$ cat config.mk
export PLATFORM = sky130hd
export DESIGN_NAME = diff_drive_mixer_with_arming_core
export DESIGN_NICKNAME = d
export VERILOG_FILES = /design/src/rtl/ddm_pkg.sv /design/src/rtl/ddm_side.sv /design/src/rtl/diff_drive_mixer_with_arming_core.sv
export SDC_FILE = /design/constraint.sdc
export NUM_CORES = 1
export LEC_CHECK = 0
export ABC_AREA = 1
export BUFFER_PORTS_ARGS = -buffer_cell sky130_fd_sc_hd__buf_2
export CELL_PAD_IN_SITES_DETAIL_PLACEMENT = 1
export CELL_PAD_IN_SITES_GLOBAL_PLACEMENT = 2
export CORE_UTILIZATION = 38
export CTS_CLUSTER_SIZE = 24
export DETAILED_ROUTE_END_ITERATION = 8
export GPL_TIMING_DRIVEN = 0
export MAX_ROUTING_LAYER = met4
export PLACE_DENSITY_LB_ADDON = 0.1
export SLEW_MARGIN = 20
export SYNTH_ARGS = -nofsm -noshare
export SYNTH_HDL_FRONTEND = slang
export SYNTH_SLANG_ARGS = --single-unit
$ cat constraint.sdc
create_clock -name aclk -period 11.95 [get_ports aclk]
set_clock_uncertainty 0.05 [all_clocks]
set_input_delay 1.195 -clock aclk [delete_from_list [all_inputs] [get_ports aclk]]
set_output_delay 1.195 -clock aclk [all_outputs]
set_load 0.01 [all_outputs]
$ cat src/rtl/ddm_pkg.sv
package ddm_pkg;

    localparam int unsigned PULSE_W    = 12;
    localparam int unsigned TIME_W     = 32;
    localparam int unsigned LIMIT_W    = 11;
    localparam int unsigned RATE_W     = 8;
    localparam int unsigned DRIVE_W    = 16;
    localparam int unsigned DEV_W      = 14;
    localparam int unsigned PROD_W     = LIMIT_W + RATE_W;
    localparam int unsigned CFG_IDX_W  = 3;
    localparam int unsigned CFG_DATA_W = 32;

    typedef logic signed [DEV_W-1:0] dev_t;

    localparam dev_t CENTER = 14'sd1500;

    localparam logic [PULSE_W-1:0] ARM_LEVEL_RST    = 12'd1800;
    localparam logic [PULSE_W-1:0] DISARM_LEVEL_RST = 12'd1200;
    localparam logic [TIME_W-1:0]  ARM_HOLD_RST     = 32'd3000000;
    localparam logic [TIME_W-1:0]  DISARM_HOLD_RST  = 32'd3000;
    localparam logic [LIMIT_W-1:0] TURN_LIMIT_RST   = 11'd350;
    localparam logic [LIMIT_W-1:0] LEFT_LIMIT_RST   = 11'd500;
    localparam logic [LIMIT_W-1:0] RIGHT_LIMIT_RST  = 11'd1500;
    localparam logic [RATE_W-1:0]  DRIVE_RATE_RST   = 8'd35;

    typedef enum logic [CFG_IDX_W-1:0] {
        CFG_ARM_LEVEL    = 3'd0,
        CFG_DISARM_LEVEL = 3'd1,
        CFG_ARM_HOLD     = 3'd2,
        CFG_DISARM_HOLD  = 3'd3,
        CFG_TURN_LIMIT   = 3'd4,
        CFG_LEFT_LIMIT   = 3'd5,
        CFG_RIGHT_LIMIT  = 3'd6,
        CFG_DRIVE_RATE   = 3'd7
    } cfg_idx_t;

    typedef struct packed {
        logic [DRIVE_W-1:0] fwd;
        logic [DRIVE_W-1:0] rev;
    } side_drive_t;

endpackage

$ cat src/rtl/ddm_side.sv
module ddm_side (
    input  ddm_pkg::dev_t                      dev,
    input  logic [ddm_pkg::LIMIT_W-1:0]        limit,
    input  logic [ddm_pkg::RATE_W-1:0]         rate,
    output ddm_pkg::side_drive_t               drive
);

    ddm_pkg::dev_t                      lim_s;
    logic                               pos;
    ddm_pkg::dev_t                      mag_s;
    logic [ddm_pkg::LIMIT_W-1:0]        mag;
    logic [ddm_pkg::PROD_W-1:0]         prod;
    logic [ddm_pkg::DRIVE_W-1:0]        sat;

    assign lim_s = $signed({{(ddm_pkg::DEV_W - ddm_pkg::LIMIT_W){1'b0}}, limit});
    assign pos   = (dev > 0);

    always_comb begin
        if (pos) begin
            mag_s = (dev > lim_s) ? lim_s : dev;
        end else begin
            mag_s = (dev < -lim_s) ? lim_s : -dev;
        end
    end

    assign mag  = mag_s[ddm_pkg::LIMIT_W-1:0];
    assign prod = ddm_pkg::PROD_W'(mag) * ddm_pkg::PROD_W'(rate);
    assign sat  = (|prod[ddm_pkg::PROD_W-1:ddm_pkg::DRIVE_W]) ? {ddm_pkg::DRIVE_W{1'b1}}
                                                              : prod[ddm_pkg::DRIVE_W-1:0];

    assign drive.fwd = pos ? sat : '0;
    assign drive.rev = pos ? '0 : sat;

endmodule

$ cat src/rtl/diff_drive_mixer_with_arming_core.sv
// Channel  | Direction | Handshake          | Payload
// s_       | in        | s_valid / s_ready  | turn, throttle, lock pulse, now_us
// m_       | out       | m_valid / m_ready  | left/right forward/reverse, is_armed
// cfg_     | in        | cfg_wr_en          | cfg_index, cfg_data
//
// One beat per cycle sustained while m_ready holds high; a beat passes the input register, then the result register.
// Input register, then arming update and mixing in one pass into the result register.
// Arm state and hold mark advance when a beat moves into the result register.
// Synchronous active-low reset clears valids, arm state and hold mark, and loads config defaults.
// A stalled result holds; the input register still fills, so one beat waits behind it.
module diff_drive_mixer_with_arming_core (
    input  logic                                aclk,
    input  logic                                aresetn,

    input  logic                                cfg_wr_en,
    input  logic [ddm_pkg::CFG_IDX_W-1:0]       cfg_index,
    input  logic [ddm_pkg::CFG_DATA_W-1:0]      cfg_data,

    input  logic                                s_valid,
    output logic                                s_ready,
    input  logic [ddm_pkg::PULSE_W-1:0]         s_turn_pulse,
    input  logic [ddm_pkg::PULSE_W-1:0]         s_throttle_pulse,
    input  logic [ddm_pkg::PULSE_W-1:0]         s_lock_pulse,
    input  logic [ddm_pkg::TIME_W-1:0]          s_now_us,

    output logic                                m_valid,
    input  logic                                m_ready,
    output logic [ddm_pkg::DRIVE_W-1:0]         m_left_forward,
    output logic [ddm_pkg::DRIVE_W-1:0]         m_left_reverse,
    output logic [ddm_pkg::DRIVE_W-1:0]         m_right_forward,
    output logic [ddm_pkg::DRIVE_W-1:0]         m_right_reverse,
    output logic                                m_is_armed
);

    logic [ddm_pkg::PULSE_W-1:0]  arm_level_reg;
    logic [ddm_pkg::PULSE_W-1:0]  disarm_level_reg;
    logic [ddm_pkg::TIME_W-1:0]   arm_hold_reg;
    logic [ddm_pkg::TIME_W-1:0]   disarm_hold_reg;
    logic [ddm_pkg::LIMIT_W-1:0]  turn_limit_reg;
    logic [ddm_pkg::LIMIT_W-1:0]  left_limit_reg;
    logic [ddm_pkg::LIMIT_W-1:0]  right_limit_reg;
    logic [ddm_pkg::RATE_W-1:0]   drive_rate_reg;

    logic                         in_valid_reg;
    logic [ddm_pkg::PULSE_W-1:0]  turn_reg;
    logic [ddm_pkg::PULSE_W-1:0]  throttle_reg;
    logic [ddm_pkg::PULSE_W-1:0]  lock_reg;
    logic [ddm_pkg::TIME_W-1:0]   now_reg;

    logic                         armed_reg;
    logic                         armed_next;
    logic [ddm_pkg::TIME_W-1:0]   hold_mark_reg;
    logic [ddm_pkg::TIME_W-1:0]   hold_mark_next;

    logic                         out_valid_reg;
    ddm_pkg::side_drive_t         left_reg;
    ddm_pkg::side_drive_t         right_reg;
    logic                         is_armed_reg;

    logic                         advance;
    logic                         step;
    logic                         active;
    logic [ddm_pkg::TIME_W-1:0]   hold;
    logic [ddm_pkg::TIME_W-1:0]   elapsed;

    ddm_pkg::dev_t                turn_off;
    ddm_pkg::dev_t                turn_lim;
    ddm_pkg::dev_t                offset;
    ddm_pkg::dev_t                thr_c;
    ddm_pkg::dev_t                left_dev;
    ddm_pkg::dev_t                right_dev;
    ddm_pkg::side_drive_t         left_drive;
    ddm_pkg::side_drive_t         right_drive;

    assign advance = !out_valid_reg || m_ready;
    assign step    = in_valid_reg && advance;
    assign s_ready = !in_valid_reg || advance;

    always_ff @(posedge aclk) begin
        if (!aresetn) begin
            arm_level_reg    <= ddm_pkg::ARM_LEVEL_RST;
            disarm_level_reg <= ddm_pkg::DISARM_LEVEL_RST;
            arm_hold_reg     <= ddm_pkg::ARM_HOLD_RST;
            disarm_hold_reg  <= ddm_pkg::DISARM_HOLD_RST;
            turn_limit_reg   <= ddm_pkg::TURN_LIMIT_RST;
            left_limit_reg   <= ddm_pkg::LEFT_LIMIT_RST;
            right_limit_reg  <= ddm_pkg::RIGHT_LIMIT_RST;
            drive_rate_reg   <= ddm_pkg::DRIVE_RATE_RST;
        end else if (cfg_wr_en) begin
            unique case (ddm_pkg::cfg_idx_t'(cfg_index))
                ddm_pkg::CFG_ARM_LEVEL:    arm_level_reg    <= cfg_data[ddm_pkg::PULSE_W-1:0];
                ddm_pkg::CFG_DISARM_LEVEL: disarm_level_reg <= cfg_data[ddm_pkg::PULSE_W-1:0];
                ddm_pkg::CFG_ARM_HOLD:     arm_hold_reg     <= cfg_data[ddm_pkg::TIME_W-1:0];
                ddm_pkg::CFG_DISARM_HOLD:  disarm_hold_reg  <= cfg_data[ddm_pkg::TIME_W-1:0];
                ddm_pkg::CFG_TURN_LIMIT:   turn_limit_reg   <= cfg_data[ddm_pkg::LIMIT_W-1:0];
                ddm_pkg::CFG_LEFT_LIMIT:   left_limit_reg   <= cfg_data[ddm_pkg::LIMIT_W-1:0];
                ddm_pkg::CFG_RIGHT_LIMIT:  right_limit_reg  <= cfg_data[ddm_pkg::LIMIT_W-1:0];
                ddm_pkg::CFG_DRIVE_RATE:   drive_rate_reg   <= cfg_data[ddm_pkg::RATE_W-1:0];
            endcase
        end
    end

    // input register
    always_ff @(posedge aclk) begin
        if (!aresetn) begin
            in_valid_reg <= 1'b0;
        end else if (s_ready) begin
            in_valid_reg <= s_valid;
        end
    end

    always_ff @(posedge aclk) begin
        if (s_valid && s_ready) begin
            turn_reg     <= s_turn_pulse;
            throttle_reg <= s_throttle_pulse;
            lock_reg     <= s_lock_pulse;
            now_reg      <= s_now_us;
        end
    end

    // arming
    always_comb begin
        if (!armed_reg) begin
            active = (lock_reg > arm_level_reg);
            hold   = arm_hold_reg;
        end else begin
            active = (lock_reg < disarm_level_reg);
            hold   = disarm_hold_reg;
        end
        elapsed        = now_reg - hold_mark_reg;
        armed_next     = armed_reg;
        hold_mark_next = hold_mark_reg;
        if (active) begin
            if (elapsed > hold) begin
                hold_mark_next = now_reg;
                armed_next     = !armed_reg;
            end
        end else begin
            hold_mark_next = now_reg;
        end
    end

    // mixer
    always_comb begin
        turn_off = $signed({{(ddm_pkg::DEV_W - ddm_pkg::PULSE_W){1'b0}}, turn_reg})
                   - ddm_pkg::CENTER;
        turn_lim = $signed({{(ddm_pkg::DEV_W - ddm_pkg::LIMIT_W){1'b0}}, turn_limit_reg});
        if (turn_off > turn_lim) begin
            offset = turn_lim;
        end else if (turn_off < -turn_lim) begin
            offset = -turn_lim;
        end else begin
            offset = turn_off;
        end
        thr_c     = $signed({{(ddm_pkg::DEV_W - ddm_pkg::PULSE_W){1'b0}}, throttle_reg})
                    - ddm_pkg::CENTER;
        left_dev  = thr_c + offset;
        right_dev = thr_c - offset;
    end

    ddm_side u_left (
        .dev   (left_dev),
        .limit (left_limit_reg),
        .rate  (drive_rate_reg),
        .drive (left_drive)
    );

    ddm_side u_right (
        .dev   (right_dev),
        .limit (right_limit_reg),
        .rate  (drive_rate_reg),
        .drive (right_drive)
    );

    always_ff @(posedge aclk) begin
        if (!aresetn) begin
            armed_reg     <= 1'b0;
            hold_mark_reg <= '0;
            out_valid_reg <= 1'b0;
        end else begin
            if (step) begin
                armed_reg     <= armed_next;
                hold_mark_reg <= hold_mark_next;
            end
            if (advance) begin
                out_valid_reg <= in_valid_reg;
            end
        end
    end

    // result register; zero drive when disarmed
    always_ff @(posedge aclk) begin
        if (step) begin
            left_reg     <= armed_next ? left_drive  : '0;
            right_reg    <= armed_next ? right_drive : '0;
            is_armed_reg <= armed_next;
        end
    end

    assign m_valid         = out_valid_reg;
    assign m_left_forward  = left_reg.fwd;
    assign m_left_reverse  = left_reg.rev;
    assign m_right_forward = right_reg.fwd;
    assign m_right_reverse = right_reg.rev;
    assign m_is_armed      = is_armed_reg;

endmodule
# Word-level counts from Yosys, hierarchy flattened
# Cells that the tools add are included.
# W data, S select, Z words.
# totals
register_bits,297
latch_bits,0
mem_bits_rw,0
mem_bits_ro,0
output_inout_bits,67
wordCells,92
n_memories,0
# classes
add_sub_neg,10
multipliers,2
n_div,0
order_cmp,11
n_eq_ne,8
shift,0
muxes,16
n_bitwise,1
n_reduce_logical,23
# op_table
operator,n
$mux W32,3
$mux W11,6
$neg A11 Y14,3
$mul A11 B8 Y19,2
$gt A32 B32 Y1,1
$mux W16,2
$sub A32 B32 Y32,1
$gt A14 B1 Y1 const B,2
$gt A14 B12 Y1,2
$lt A14 B14 Y1,2
$mux W14,2
$sub A12 B11 Y13 const B,2
$neg A11 Y11,2
$reduce_and A2 Y1,11
$add A13 B14 Y14,1
$lt A13 B14 Y1,1
$sub A13 B14 Y14,1
$gt A13 B12 Y1,1
$eq A3 B3 Y1 const B,4
$gt A12 B12 Y1,1
$lt A12 B12 Y1,1
$eq A3 B2 Y1 const B,2
$reduce_or A3 Y1,2
$reduce_or A2 Y1,2
other kinds (8),14

# Logic depth before layout (Yosys ltp)
# Gate-level depths: netlist (run 1).
# depth
ltp_word,11
depth_mapped,79

# By module
# From an unflattened synthesis (run 1), not the netlist that was laid out.
# unflattened
cells_unflattened,3295
hier_area_um2,25499.5
# by_module_without_submodules
mod,instances,cells_each,area_per_inst_um2,seq_area_each_um2
diff_drive_mixer_with_arming_core,1,1929,16306.9,7277.0
ddm_side (u_left),1,681,4690.7,0.0
ddm_side (u_right),1,685,4501.8,0.0

# Worst setup path after synthesis (run 1)
# Ideal clock, no wire load.
# synth_path
path_type,register to register
startpoint,register turn_reg[2] (netlist name)
endpoint,"register left_reg, in the netlist m_left_forward[10], data pin"
t_arrival_ps,10368
t_required_ps,11643
setup_slack_ps,1275
stages_incl_launch_ff,66
path_buffers,4
period_less_slack_ps,10675
path_cell_list,edfxtp_1 -> ha_1 -> a21oi_1 -> inv_1 -> nand3_1 -> xor2_1 -> inv_1 -> ha_1 -> nand2_1 -> nor2_1 -> a211oi_1 -> nand2_1 -> nand2_1 -> nand2_1 -> a21oi_1 -> or2_2 -> clkbuf_1 -> clkbuf_1 -> [... 30 more ...] -> fa_1 -> inv_1 -> ha_1 -> inv_1 -> nor4_1 -> nand2_1 -> nand2_1 -> a21boi_0 -> o21ai_0 -> nand3_1 -> nand2_1 -> a21oi_1 -> o21bai_1 -> xor2_1 -> nand3_1 -> clkbuf_1 -> nor2_1 -> nor2_1
# synth_between
elab_chain_cells,11
# synth_rtl
element,line,source
"start, declared",diff_drive_mixer_with_arming_core.sv:45,logic [ddm_pkg::PULSE_W-1:0] turn_reg;
"start signal, assigned",diff_drive_mixer_with_arming_core.sv:114,turn_reg <= s_turn_pulse;
$sub A12 B11 Y13 *,diff_drive_mixer_with_arming_core.sv:146,- ddm_pkg::CENTER;
$lt A13 B14 Y1,diff_drive_mixer_with_arming_core.sv:150,end else if (turn_off < -turn_lim) begin
$mux W14,diff_drive_mixer_with_arming_core.sv:150,
$mux W14 *,diff_drive_mixer_with_arming_core.sv:148,if (turn_off > turn_lim) begin
$add A13 B14 Y14 *,diff_drive_mixer_with_arming_core.sv:157,left_dev = thr_c + offset;
"$lt A14 B14 Y1, or another cell as far along",ddm_side.sv:22,mag_s = (dev < -lim_s) ? lim_s : -dev;
"$mux W11, on equally long branches","ddm_side.sv:22, ddm_side.sv:20",
$mux W11,ddm_side.sv:19,if (pos) begin
$mul A11 B8 Y19,ddm_side.sv:27,assign prod = ddm_pkg::PROD_W'(mag) * ddm_pkg::PROD_W'(rate);
$reduce_or A3 Y1,ddm_side.sv:28,assign sat = (|prod[ddm_pkg::PROD_W-1:ddm_pkg::DRIVE_W]) ? {ddm_pkg::DRIVE_W{1'b1}}
$mux W16,ddm_side.sv:28,
"end signal, assigned",diff_drive_mixer_with_arming_core.sv:194,left_reg <= armed_next ? left_drive : '0;
"end, declared",diff_drive_mixer_with_arming_core.sv:56,ddm_pkg::side_drive_t left_reg;
# Mark *: on every way between the ends. The rest lies on a longest branch, timed or not.
# A chain may end at the register's enable or synchronous reset.

# Worst setup path in the final report (run 1)
# layout_path
startpoint,register turn_reg[2] (netlist name)
endpoint,"register right_reg, in the netlist m_right_forward[3], data pin"
# layout_between
elab_chain_cells,11
# layout_rtl
element,line,source
$sub A12 B11 Y13 *,diff_drive_mixer_with_arming_core.sv:146,
$lt A13 B14 Y1,diff_drive_mixer_with_arming_core.sv:150,
$mux W14,diff_drive_mixer_with_arming_core.sv:150,
$mux W14 *,diff_drive_mixer_with_arming_core.sv:148,
$sub A13 B14 Y14 *,diff_drive_mixer_with_arming_core.sv:158,right_dev = thr_c - offset;
"$lt A14 B14 Y1, or another cell as far along",ddm_side.sv:22,
"$mux W11, on equally long branches","ddm_side.sv:22, ddm_side.sv:20",
$mux W11,ddm_side.sv:19,
$mul A11 B8 Y19,ddm_side.sv:27,
$reduce_or A3 Y1,ddm_side.sv:28,
$mux W16,ddm_side.sv:28,
"end signal, assigned",diff_drive_mixer_with_arming_core.sv:195,right_reg <= armed_next ? right_drive : '0;
"end, declared",diff_drive_mixer_with_arming_core.sv:57,ddm_pkg::side_drive_t right_reg;
# Marks and branches as above.

==> results of run 1 <==
## area by class of cell
| type | instances | area share |
|---|---|---|
| Clock buffer | 48 | 0.0352 |
| Buffer | 80 | 0.0156 |
| Sequential cell | 297 | 0.256 |
| Clock inverter | 21 | 0.00775 |
| Multi-Input combinational cell | 2093 | 0.544 |
| Timing Repair Buffer | 220 | 0.0473 |
| Tap cell | 837 | 0.0369 |
| Inverter | 430 | 0.0574 |
## metal layers
| layer | GRT usage | vias to the layer above | share of wire |
|---|---|---|---|
| met5 | - | - | 0 |
| met4 | 0.0590 | 0 | 0.020 |
| met3 | 0.0235 | 87 | 0.024 |
| met2 | 0.439 | 239 | 0.51 |
| met1 | 0.296 | 10212 | 0.45 |
| li1 | - | 10082 | - |
## worst min-delay path, stage by stage (launching register included)
cell and delay [ps]:
dfxtp_1 320, nand2_1 50, nand3_1 50
## cells by family after synthesis
family	count (synthesis)
AND/OR/NAND/NOR	1010
AO/OA/AOI/OAI	552
buffers and inverters	512
adder cells (fa/ha/maj)	376
flip-flops	297
XOR/XNOR	124
multiplexers	31
## synth_stat cells, drive strengths merged
cell type  instances
a211oi             5
a21boi            12
a21o               4
a21oi            225
a221oi             1
a22oi              1
a31oi              8
a32oi              1
and3               2
buf               22
clkbuf            60
clkinv             6
dfxtp            164
edfxtp           133
fa               111
ha               265
inv              424
mux2i             31
nand2            395
nand3            125
nand3b             2
nand4             15
nor2             431
nor3              28
nor4               3
nor4b              1
o2111ai            3
o211a              1
o211ai            76
o21a               3
o21ai            191
o21bai             9
o221a              1
o221ai             5
o31a               1
o31ai              5
or2                7
or4                1
xnor2             26
xor2              98
## worst paths after layout
check	from	end	slack (ps)	cells past startpoint
worst max-delay path	turn_reg[2]$_DFFE_PP_	m_right_forward[3]$_SDFFCE_PN0P_	610	69
worst min-delay path	arm_hold_reg[10]$_SDFFE_PN1P_	arm_hold_reg[10]$_SDFFE_PN1P_	410	2
worst max register to register	turn_reg[2]$_DFFE_PP_	m_right_forward[3]$_SDFFCE_PN0P_	610	69
worst min register to register	arm_hold_reg[10]$_SDFFE_PN1P_	arm_hold_reg[10]$_SDFFE_PN1P_	410	2
## repair_timing
item                                    4_1_cts  5_1_grt
buffers inserted                             12       30
cloned                                        0        1
endpoints found under the setup margin       64       64
hold endpoints to repair                      0        0
resized for setup                            60      180
pin swaps                                     9       52
## power by group
group          total (mW)  switching, mW  internal [mW]
Clock                1.15          0.489          0.664
Combinational        7.24           4.39           2.85
Sequential           1.34         0.0437           1.29
## metrics by stage
step	setup TNS (ps)	hold WS, ps	power, mW	setup slack (ps)	cell area (um2)
after global placement	-58830	386	7.44	-1100	25800
after CTS	0	407	9.00	4.11	27500
after detailed placement	-85440	392	7.63	-1510	25900
after global routing	-3160	434	10.8	-86.3	28400
after floorplan	0	374	5.99	1280	23900
final	0	406	9.73	611	28400
==> out/metrics.cfg, run 1 <==
[outcome]
outcome = finished clean

[logic_synthesis]
synth_xor_xnor_area_share = 0.0461
seq_area_frac_synth = 0.305
ys_top_cells_by_area = edfxtp_1 (17%), ha_1 (14%), dfxtp_1 (14%)
synth_area_leader_cell = edfxtp_1
synth.avg_cell_area_um2 = 8.23
ys_seq_elements = 297
synth_nets = 3386
syn_area_mm2 = 0.0239
synth_cell_types = 64
synth-simple-area-share = 0.182
synth_cells = 2902
synth.top_cell.area_share = 0.167
synth_mux_area_frac = 0.0130
synth-compound-area-share = 0.139
synth_top_family_by_area = adder cells
synth_fa_ha_area_frac = 0.232
yosysWarnings = 0

[sta]
period_minus_slack_ps = 11340
relSlewSlack = 0.394
timing.fmax_mhz = 88.2
setup_violations = 0
period_share = 0.949
report.final.slew_viol_count = 0
tightest_slew_ps = 909
hold_viol_final = 0

[critical_path]
crit_path_end_kind = flop
cpMostUsedCell = nand2_1
cpPeakStageDelay_ps = 580
cp.required_ps = 12200
worstPathMaxFanout = 10
start_kind = flop
crit_slowest_cell = fa_1
cp.buffers_inverters = 11
cp_top_family = adder cells
cp.arrival_ps = 11590
criticalPathCategory = flop to flop

[clock_network]
clk_latency_ps = 590
cts_buffer_depth = 3
clkSinkCount = 297
htreeDepth = 2
path_clk_slew_ps = 60
cts_made_buffers = 38
cts_tree = done
cts_root_buf = clkbuf_16
holdBufCountCts = 0

[floorplanning]
coreArea_mm2 = 0.0619
die_height_um = 253
initial_core_util = 0.385
num_rows = 91
die_x_um = 253
io_pins = 175
dieArea_mm2 = 0.0638

[pwr]
leakagePower_nw = 13.0
power.density_mw_per_mm2 = 342
ir_drop_v = 0.000352

[cells_and_area]
diodes = 0
stdcell_count = 4026
final_cell_mix = inv_1 (392), nor2_1 (365), nand2_1 (351)
fin_nets = 3644
area_growth_pct = 19.0
postLayoutCoreUtil = 0.459
final_layout_size_suffix_gt1_frac = 0.179
nFillCells = 7490
final_common_cell = inv_1
seq_area_mm2 = 0.00728
multi_input_area_mm2 = 0.0154

[worst_hold_path]
min_path_type = flop to flop

[routing]
drcViolationCount = 0
num_vias = 20620
vias_per_cell = 5.12
drt_iter0_drc = 697
ant_nets = 0
wire_per_inst_um = 18.8
firstDrtPassIters = 5
wirelength_um = 75600

[global_route]
grt_pass1_wl_um = 119000
grt_overflow = 0
antenna_found_initial = 0
first_global_vias = 22205
grt_max_degree = 49
grt_use_total = 0.246

[placement]
port_buffers = 173
dp_hpwl_um = 60500
gp_congestion = 0.885
dp.cells = 3916

[flow_run]
cap_violations = 0

No activity file was read; power rests on OpenSTA's default activity.
==> inputs of run 2 (changes only) <==
Settings changed: CORE_ASPECT_RATIO set to 0.5, RECOVER_POWER set to 50, SKIP_CTS_REPAIR_TIMING set to 1.
==> run 2 against run 1 <==
  * The run now ends with capacitance limit, slew limit left
  * Via count decreased by 2.4%
  * Fmax is 0.69% lower
  * Cell count shrank 0.50%
  * Combinational power decreased by 3.9%
  * First-iteration DRC count rose by 7.9%
  * Global-route usage decreased by 1.4 points
  * Register-to-register slack worse by 80 ps
  * Sequential cell count did not move
  * Non-clock buffer count did not move
  * Critical path type unchanged
  * Critical endpoint is now m_left_forward[5]$_SDFFCE_PN0P_
==> out/metrics.cfg, run 2 (synthesis gave the netlist of run 1 again) <==
[clock_network]
cts_root_buf = clkbuf_16
htreeDepth = 2  ; unchanged
clkSinkCount = 297  ; unchanged
path_clk_slew_ps = 60  ; about the same
cts_made_buffers = 34  ; -11%
cts_tree = done
clk_latency_ps = 560  ; -30 ps
cts_buffer_depth = 3  ; unchanged

[placement]
dp_hpwl_um = 57900  ; -4.3%
dpl_cell_area_mm2 = 0.0259  ; about the same
port_buffers = 173  ; unchanged
gp_congestion = 0.860  ; -2.9%

[global_route]
grt_pass1_wl_um = 113000  ; -5.4%
first_global_vias = 20836  ; -6.2%
grt_use_total = 0.232  ; -0.0141
grt_max_degree = 37  ; -24%
grt_overflow = 0  ; unchanged
antenna_found_initial = 1  ; +1

[cells_and_area]
final_layout_size_suffix_gt1_frac = 0.165  ; -0.0146
fin_nets = 3640  ; -0.11%
finalInstanceArea_mm2 = 0.0280  ; -1.5%
area_growth_pct = 17.2
seq_area_mm2 = 0.00728  ; about the same
postLayoutCoreUtil = 0.454  ; -0.00427
nFillCells = 7380  ; -1.5%
diodes = 0  ; unchanged
final_cell_mix = inv_1 (392), nor2_1 (388), nand2_1 (353)
multi_input_area_mm2 = 0.0152  ; -1.4%
final_common_cell = inv_1

[critical_path]
crit_start = turn_reg[2]$_DFFE_PP_
r2r_slack_ps = 530  ; -80 ps
rr_worst_depth = 69  ; unchanged
cp.arrival_ps = 11660  ; +70 ps
cp.buffers_inverters = 13  ; +2
worstPathMaxFanout = 10  ; unchanged
cp.required_ps = 12200  ; about the same
reg2reg_from = turn_reg[2]$_DFFE_PP_
cpMostUsedCell = nand2_1
crit_slowest_cell = fa_1
cp_top_family = simple AND/OR/NAND/NOR gates
criticalPathCategory = flop to flop
r2r_end = m_left_forward[5]$_SDFFCE_PN0P_
cpPeakStageDelay_ps = 540  ; -40 ps
start_kind = flop
crit_path_end_kind = flop

[worst_hold_path]
hold_path_end = arm_hold_reg[0]$_SDFFE_PN0P_
hp-start = arm_hold_reg[0]$_SDFFE_PN0P_
min_path_type = flop to flop
holdPathStages = 2  ; unchanged

[routing]
vias_per_cell = 5.03  ; -1.9%
drt_iter0_drc = 752  ; +7.9%
firstDrtPassIters = 5  ; unchanged
num_vias = 20132  ; -2.4%
ant_nets = 0  ; unchanged
wire_per_inst_um = 17.9  ; -4.4%
wirelength_um = 71900  ; -4.8%
drcViolationCount = 0  ; unchanged

[floorplanning]
io_pins = 175  ; unchanged
initial_core_util = 0.388  ; +0.00226
coreArea_mm2 = 0.0616  ; -0.58%
die_x_um = 356  ; +41%
num_rows = 64  ; -30%
dieArea_mm2 = 0.0639  ; about the same
die_height_um = 179  ; -29%

[sta]
tightest_slew_ps = 2060  ; +1150 ps
relSlewSlack = -0.370  ; -0.765
rsz0062_at_grt = yes
timing.fmax_mhz = 87.6  ; -0.69%
setup_violations = 0  ; unchanged
report.final.slew_viol_count = 71  ; +71
period_share = 0.955  ; +0.00658
period_minus_slack_ps = 11420  ; +78.6 ps
hold_viol_final = 0  ; unchanged
fin_setup_tns_ps = 0  ; unchanged

[pwr]
ir_drop_v = 0.000279  ; -21%
power.density_mw_per_mm2 = 337  ; -1.5%
leakagePower_nw = 12.9  ; -0.74%

[outcome]
outcome = finished, violations left
violations = capacitance limit, slew limit

[flow_run]
cap_violations = 2  ; +2

-- run 2: cell types whose count changed in the layout (fill, tap and decap cells not counted), sizes merged --
cell      delta
buf          -8
bufinv       +3
clkbuf       -2
clkinvlp     +1
inv          -2
-- run 2: how the worst max path moves through the flow --
stage / end / depth (start not counted)
2_1_floorplan: m_left_forward[10]$_SDFFCE_PN0P_ / 65
3_3_place_gp: m_right_forward[8]$_SDFFCE_PN0P_ / 65
3_5_place_dp: m_right_forward[11]$_SDFFCE_PN0P_ / 65
4_1_cts: m_right_forward[11]$_SDFFCE_PN0P_ / 65
5_1_grt: m_left_forward[5]$_SDFFCE_PN0P_ / 70
6_report: m_left_forward[5]$_SDFFCE_PN0P_ / 69
-- run 2: report_power, final --
group	internal [mW]	leakage [nW]	switching, mW
clock	0.663	0.571	0.473
combinational	2.78	9.71	4.19
sequential	1.29	2.63	0.0416
total	4.73	12.9	4.70
-- run 2: worst register-to-register path, delay by kind of cell, from the launching register on --
kind	cells	cell delay [ps]
DFF	1	440
and+or+nand+nor	34	3580
buffers and inverters	13	1450
xor gates and xnor gates	1	220
adders and majority gates	9	3530
AOI/OAI and AO/OA	12	1900
-- run 2: layer usage --
metal,GRT usage,share of wire,up-vias
met2,0.411,0.49,196
li1,-,-,10060
met3,0.0275,0.024,65
met5,-,0,-
met1,0.288,0.47,9811
met4,0.0352,0.014,0
-- run 2: layout make-up --
cell class | count | area share
plain buffers | 80 | 0.0154
clock buffers | 38 | 0.0313
clock inverters | 23 | 0.0104
inverters | 430 | 0.0580
multi-input cells | 2093 | 0.544
flip-flops and latches | 297 | 0.260
well taps | 825 | 0.0369
repair buffers | 220 | 0.0436
-- run 2: metrics by stage --
stage | cells | setup slack [ps] | hold WS (ps) | power (mW)
after floorplan | 2902 | 1280 | 374 | 5.99
after global placement | 3900 | -1220 | 388 | 7.35
after detailed placement | 3904 | -1360 | 401 | 7.51
after CTS | 3965 | -1390 | 409 | 8.69
after global routing | 4006 | -222 | 434 | 10.5
final | 4006 | 532 | 401 | 9.43
==> inputs of run 3 (changes only) <==
Settings changed: CORE_UTILIZATION 38 to 32.
==> run 3 against run 2 <==
  * The run still ends with capacitance limit, slew limit left
  * Via count about the same
  * First-iteration DRC count down 3.5%
  * Critical path depth down 4
  * Sequential share of layout area down 0.41 points
  * Non-clock buffer count up 14
  * Power up 3.4%
  * Die area up 19%
  * Highest routed layer unchanged
==> out/metrics.cfg, run 3 (synthesis gave the netlist of run 1 again) <==
[outcome]
outcome = finished, violations left
violations = capacitance limit, slew limit

[placement]
dp_hpwl_um = 60600  ; +4.7%
dpl_cell_area_mm2 = 0.0261  ; +0.71%
dp.cells = 4051  ; +3.8%
port_buffers = 173  ; unchanged
gp_congestion = 0.862  ; +0.27%

[floorplanning]
die_height_um = 195  ; +8.9%
coreArea_mm2 = 0.0734  ; +19%
dieArea_mm2 = 0.0758  ; +19%
die_x_um = 388  ; +8.9%
io_pins = 175  ; unchanged
num_rows = 70  ; +9.4%
initial_core_util = 0.325  ; -0.0624

[worst_hold_path]
min_path_type = flop to flop

[clock_network]
htreeDepth = 2  ; unchanged
clk_latency_ps = 590  ; +30 ps
clkSinkCount = 297  ; unchanged
cts_buffer_depth = 3  ; unchanged
cts_root_buf = clkbuf_16
cts_tree = done
cts_made_buffers = 35  ; +2.9%
path_clk_slew_ps = 70  ; about the same

[critical_path]
worstPathMaxFanout = 10  ; unchanged
cp.required_ps = 12220  ; +20 ps
criticalPathCategory = flop to flop
crit_slowest_cell = fa_1
crit_path_end_kind = flop
cpMostUsedCell = inv_1
start_kind = flop
crit_start = turn_limit_reg[0]$_SDFFE_PN0P_
cpPeakStageDelay_ps = 550  ; about the same
reg2reg_from = turn_limit_reg[0]$_SDFFE_PN0P_
rr_worst_depth = 65  ; -5.8%
crit_end = m_left_forward[5]$_SDFFCE_PN0P_
r2r_end = m_left_forward[5]$_SDFFCE_PN0P_
cp.arrival_ps = 11630  ; -30 ps
r2r_slack_ps = 600  ; +70 ps

[cells_and_area]
fin_nets = 3655  ; +0.41%
diodes = 0  ; unchanged
final_common_cell = inv_1
final_cell_mix = inv_1 (395), nor2_1 (376), nand2_1 (350)
area_growth_pct = 19.1
stdcell_count = 4169  ; +4.1%
finalInstanceArea_mm2 = 0.0284  ; +1.6%
final_layout_size_suffix_gt1_frac = 0.175  ; +0.00981

[sta]
relSlewSlack = -0.400  ; -0.0294
fin_setup_tns_ps = 0  ; unchanged
period_minus_slack_ps = 11350  ; -66.4 ps
hold_viol_final = 0  ; unchanged
whs_ps = 410  ; +8.59 ps
setup_violations = 0  ; unchanged
timing.fmax_mhz = 88.1  ; +0.58%
tightest_slew_ps = 2100  ; +44.0 ps
period_share = 0.950  ; -0.00556
report.final.slew_viol_count = 71  ; unchanged

[routing]
wirelength_um = 75100  ; +4.4%
firstDrtPassIters = 4  ; -1
drt_iter0_drc = 726  ; -3.5%
ant_nets = 0  ; unchanged
wire_per_inst_um = 18.0  ; +0.33%
vias_per_cell = 4.83  ; -3.8%
num_vias = 20148  ; +0.079%
drcViolationCount = 0  ; unchanged

[pwr]
leakagePower_nw = 13.0  ; +0.60%
ir_drop_v = 0.000308  ; +11%
power.density_mw_per_mm2 = 343  ; +1.7%
total_power_mw = 9.75  ; +3.4%

[global_route]
grt_overflow = 0  ; unchanged
antenna_found_initial = 0  ; -1
grt_use_total = 0.203  ; -0.0289
first_global_vias = 21052  ; +1.0%
grt_pass1_wl_um = 117000  ; +3.8%
grt_max_degree = 37  ; unchanged

[flow_run]
cap_violations = 2  ; unchanged

run 3: changes by cell type in the layout (fill, tap and decap cells not counted), moves of 4 or more:
cell	previous run	this run
buf_4	48	55
inv_2	29	25
nand2_4	11	16
nor2_1	388	376
nor2_2	33	40
nor2_4	7	12
run 3: how the worst min path moves through the flow:
| stage | startpoint | endpoint | slack, ps | cells after the start |
|---|---|---|---|---|
| 2_1_floorplan | arm_hold_reg[0]$_SDFFE_PN0P_ | arm_hold_reg[0]$_SDFFE_PN0P_ | 370 | 2 |
| 3_3_place_gp | arm_hold_reg[0]$_SDFFE_PN0P_ | arm_hold_reg[0]$_SDFFE_PN0P_ | 390 | 2 |
| 3_5_place_dp | arm_hold_reg[10]$_SDFFE_PN1P_ | arm_hold_reg[10]$_SDFFE_PN1P_ | 400 | 2 |
| 4_1_cts | arm_hold_reg[0]$_SDFFE_PN0P_ | arm_hold_reg[0]$_SDFFE_PN0P_ | 410 | 2 |
| 5_1_grt | hold_mark_reg[23]$_SDFFE_PN0P_ | hold_mark_reg[23]$_SDFFE_PN0P_ | 430 | 2 |
| 6_report | arm_hold_reg[10]$_SDFFE_PN1P_ | arm_hold_reg[10]$_SDFFE_PN1P_ | 410 | 2 |
run 3: power by group:
| part | switching, mW | internal (mW) | leakage [nW] |
|---|---|---|---|
| registers | 0.0411 | 1.29 | 2.63 |
| logic | 4.36 | 2.96 | 9.80 |
| clock network | 0.483 | 0.621 | 0.555 |
run 3: cell type report:
| class | instances | area [um2] |
|---|---|---|
| multi-input cells | 2093 | 15400 |
| inverters | 430 | 1620 |
| repair buffers | 234 | 1350 |
| clock buffers | 42 | 922 |
| fillers | 8808 | 45000 |
| well taps | 972 | 1220 |
| clock inverters | 21 | 210 |
| plain buffers | 80 | 453 |
| flip-flops and latches | 297 | 7280 |
run 3: layer usage:
metal  vias to the layer above  wire length (um)  GRT usage
li1                      10111                 -          -
met3                        74              2050     0.0268
met1                      9769             35200      0.256
met2                       194             36300      0.346
met4                         0              1430     0.0423
met5                         -                 0          -
run 3: through the flow:
stage                     setup WS, ps   util
after floorplan                   1280      -
after global placement           -1430  0.354
after detailed placement         -1540  0.355
after CTS                        -1550  0.371
after global routing              -120  0.387
final                              599  0.387
run 3: critical path: cells and delay by family (launching register included):
family / cells / cell delay, ps
DFF: 1 / 340
adders and majority gates: 9 / 3580
and+or+nand+nor: 26 / 3000
xor gates and xnor gates: 3 / 590
buffers and inverters: 13 / 1490
AOI/OAI and AO/OA: 14 / 2040
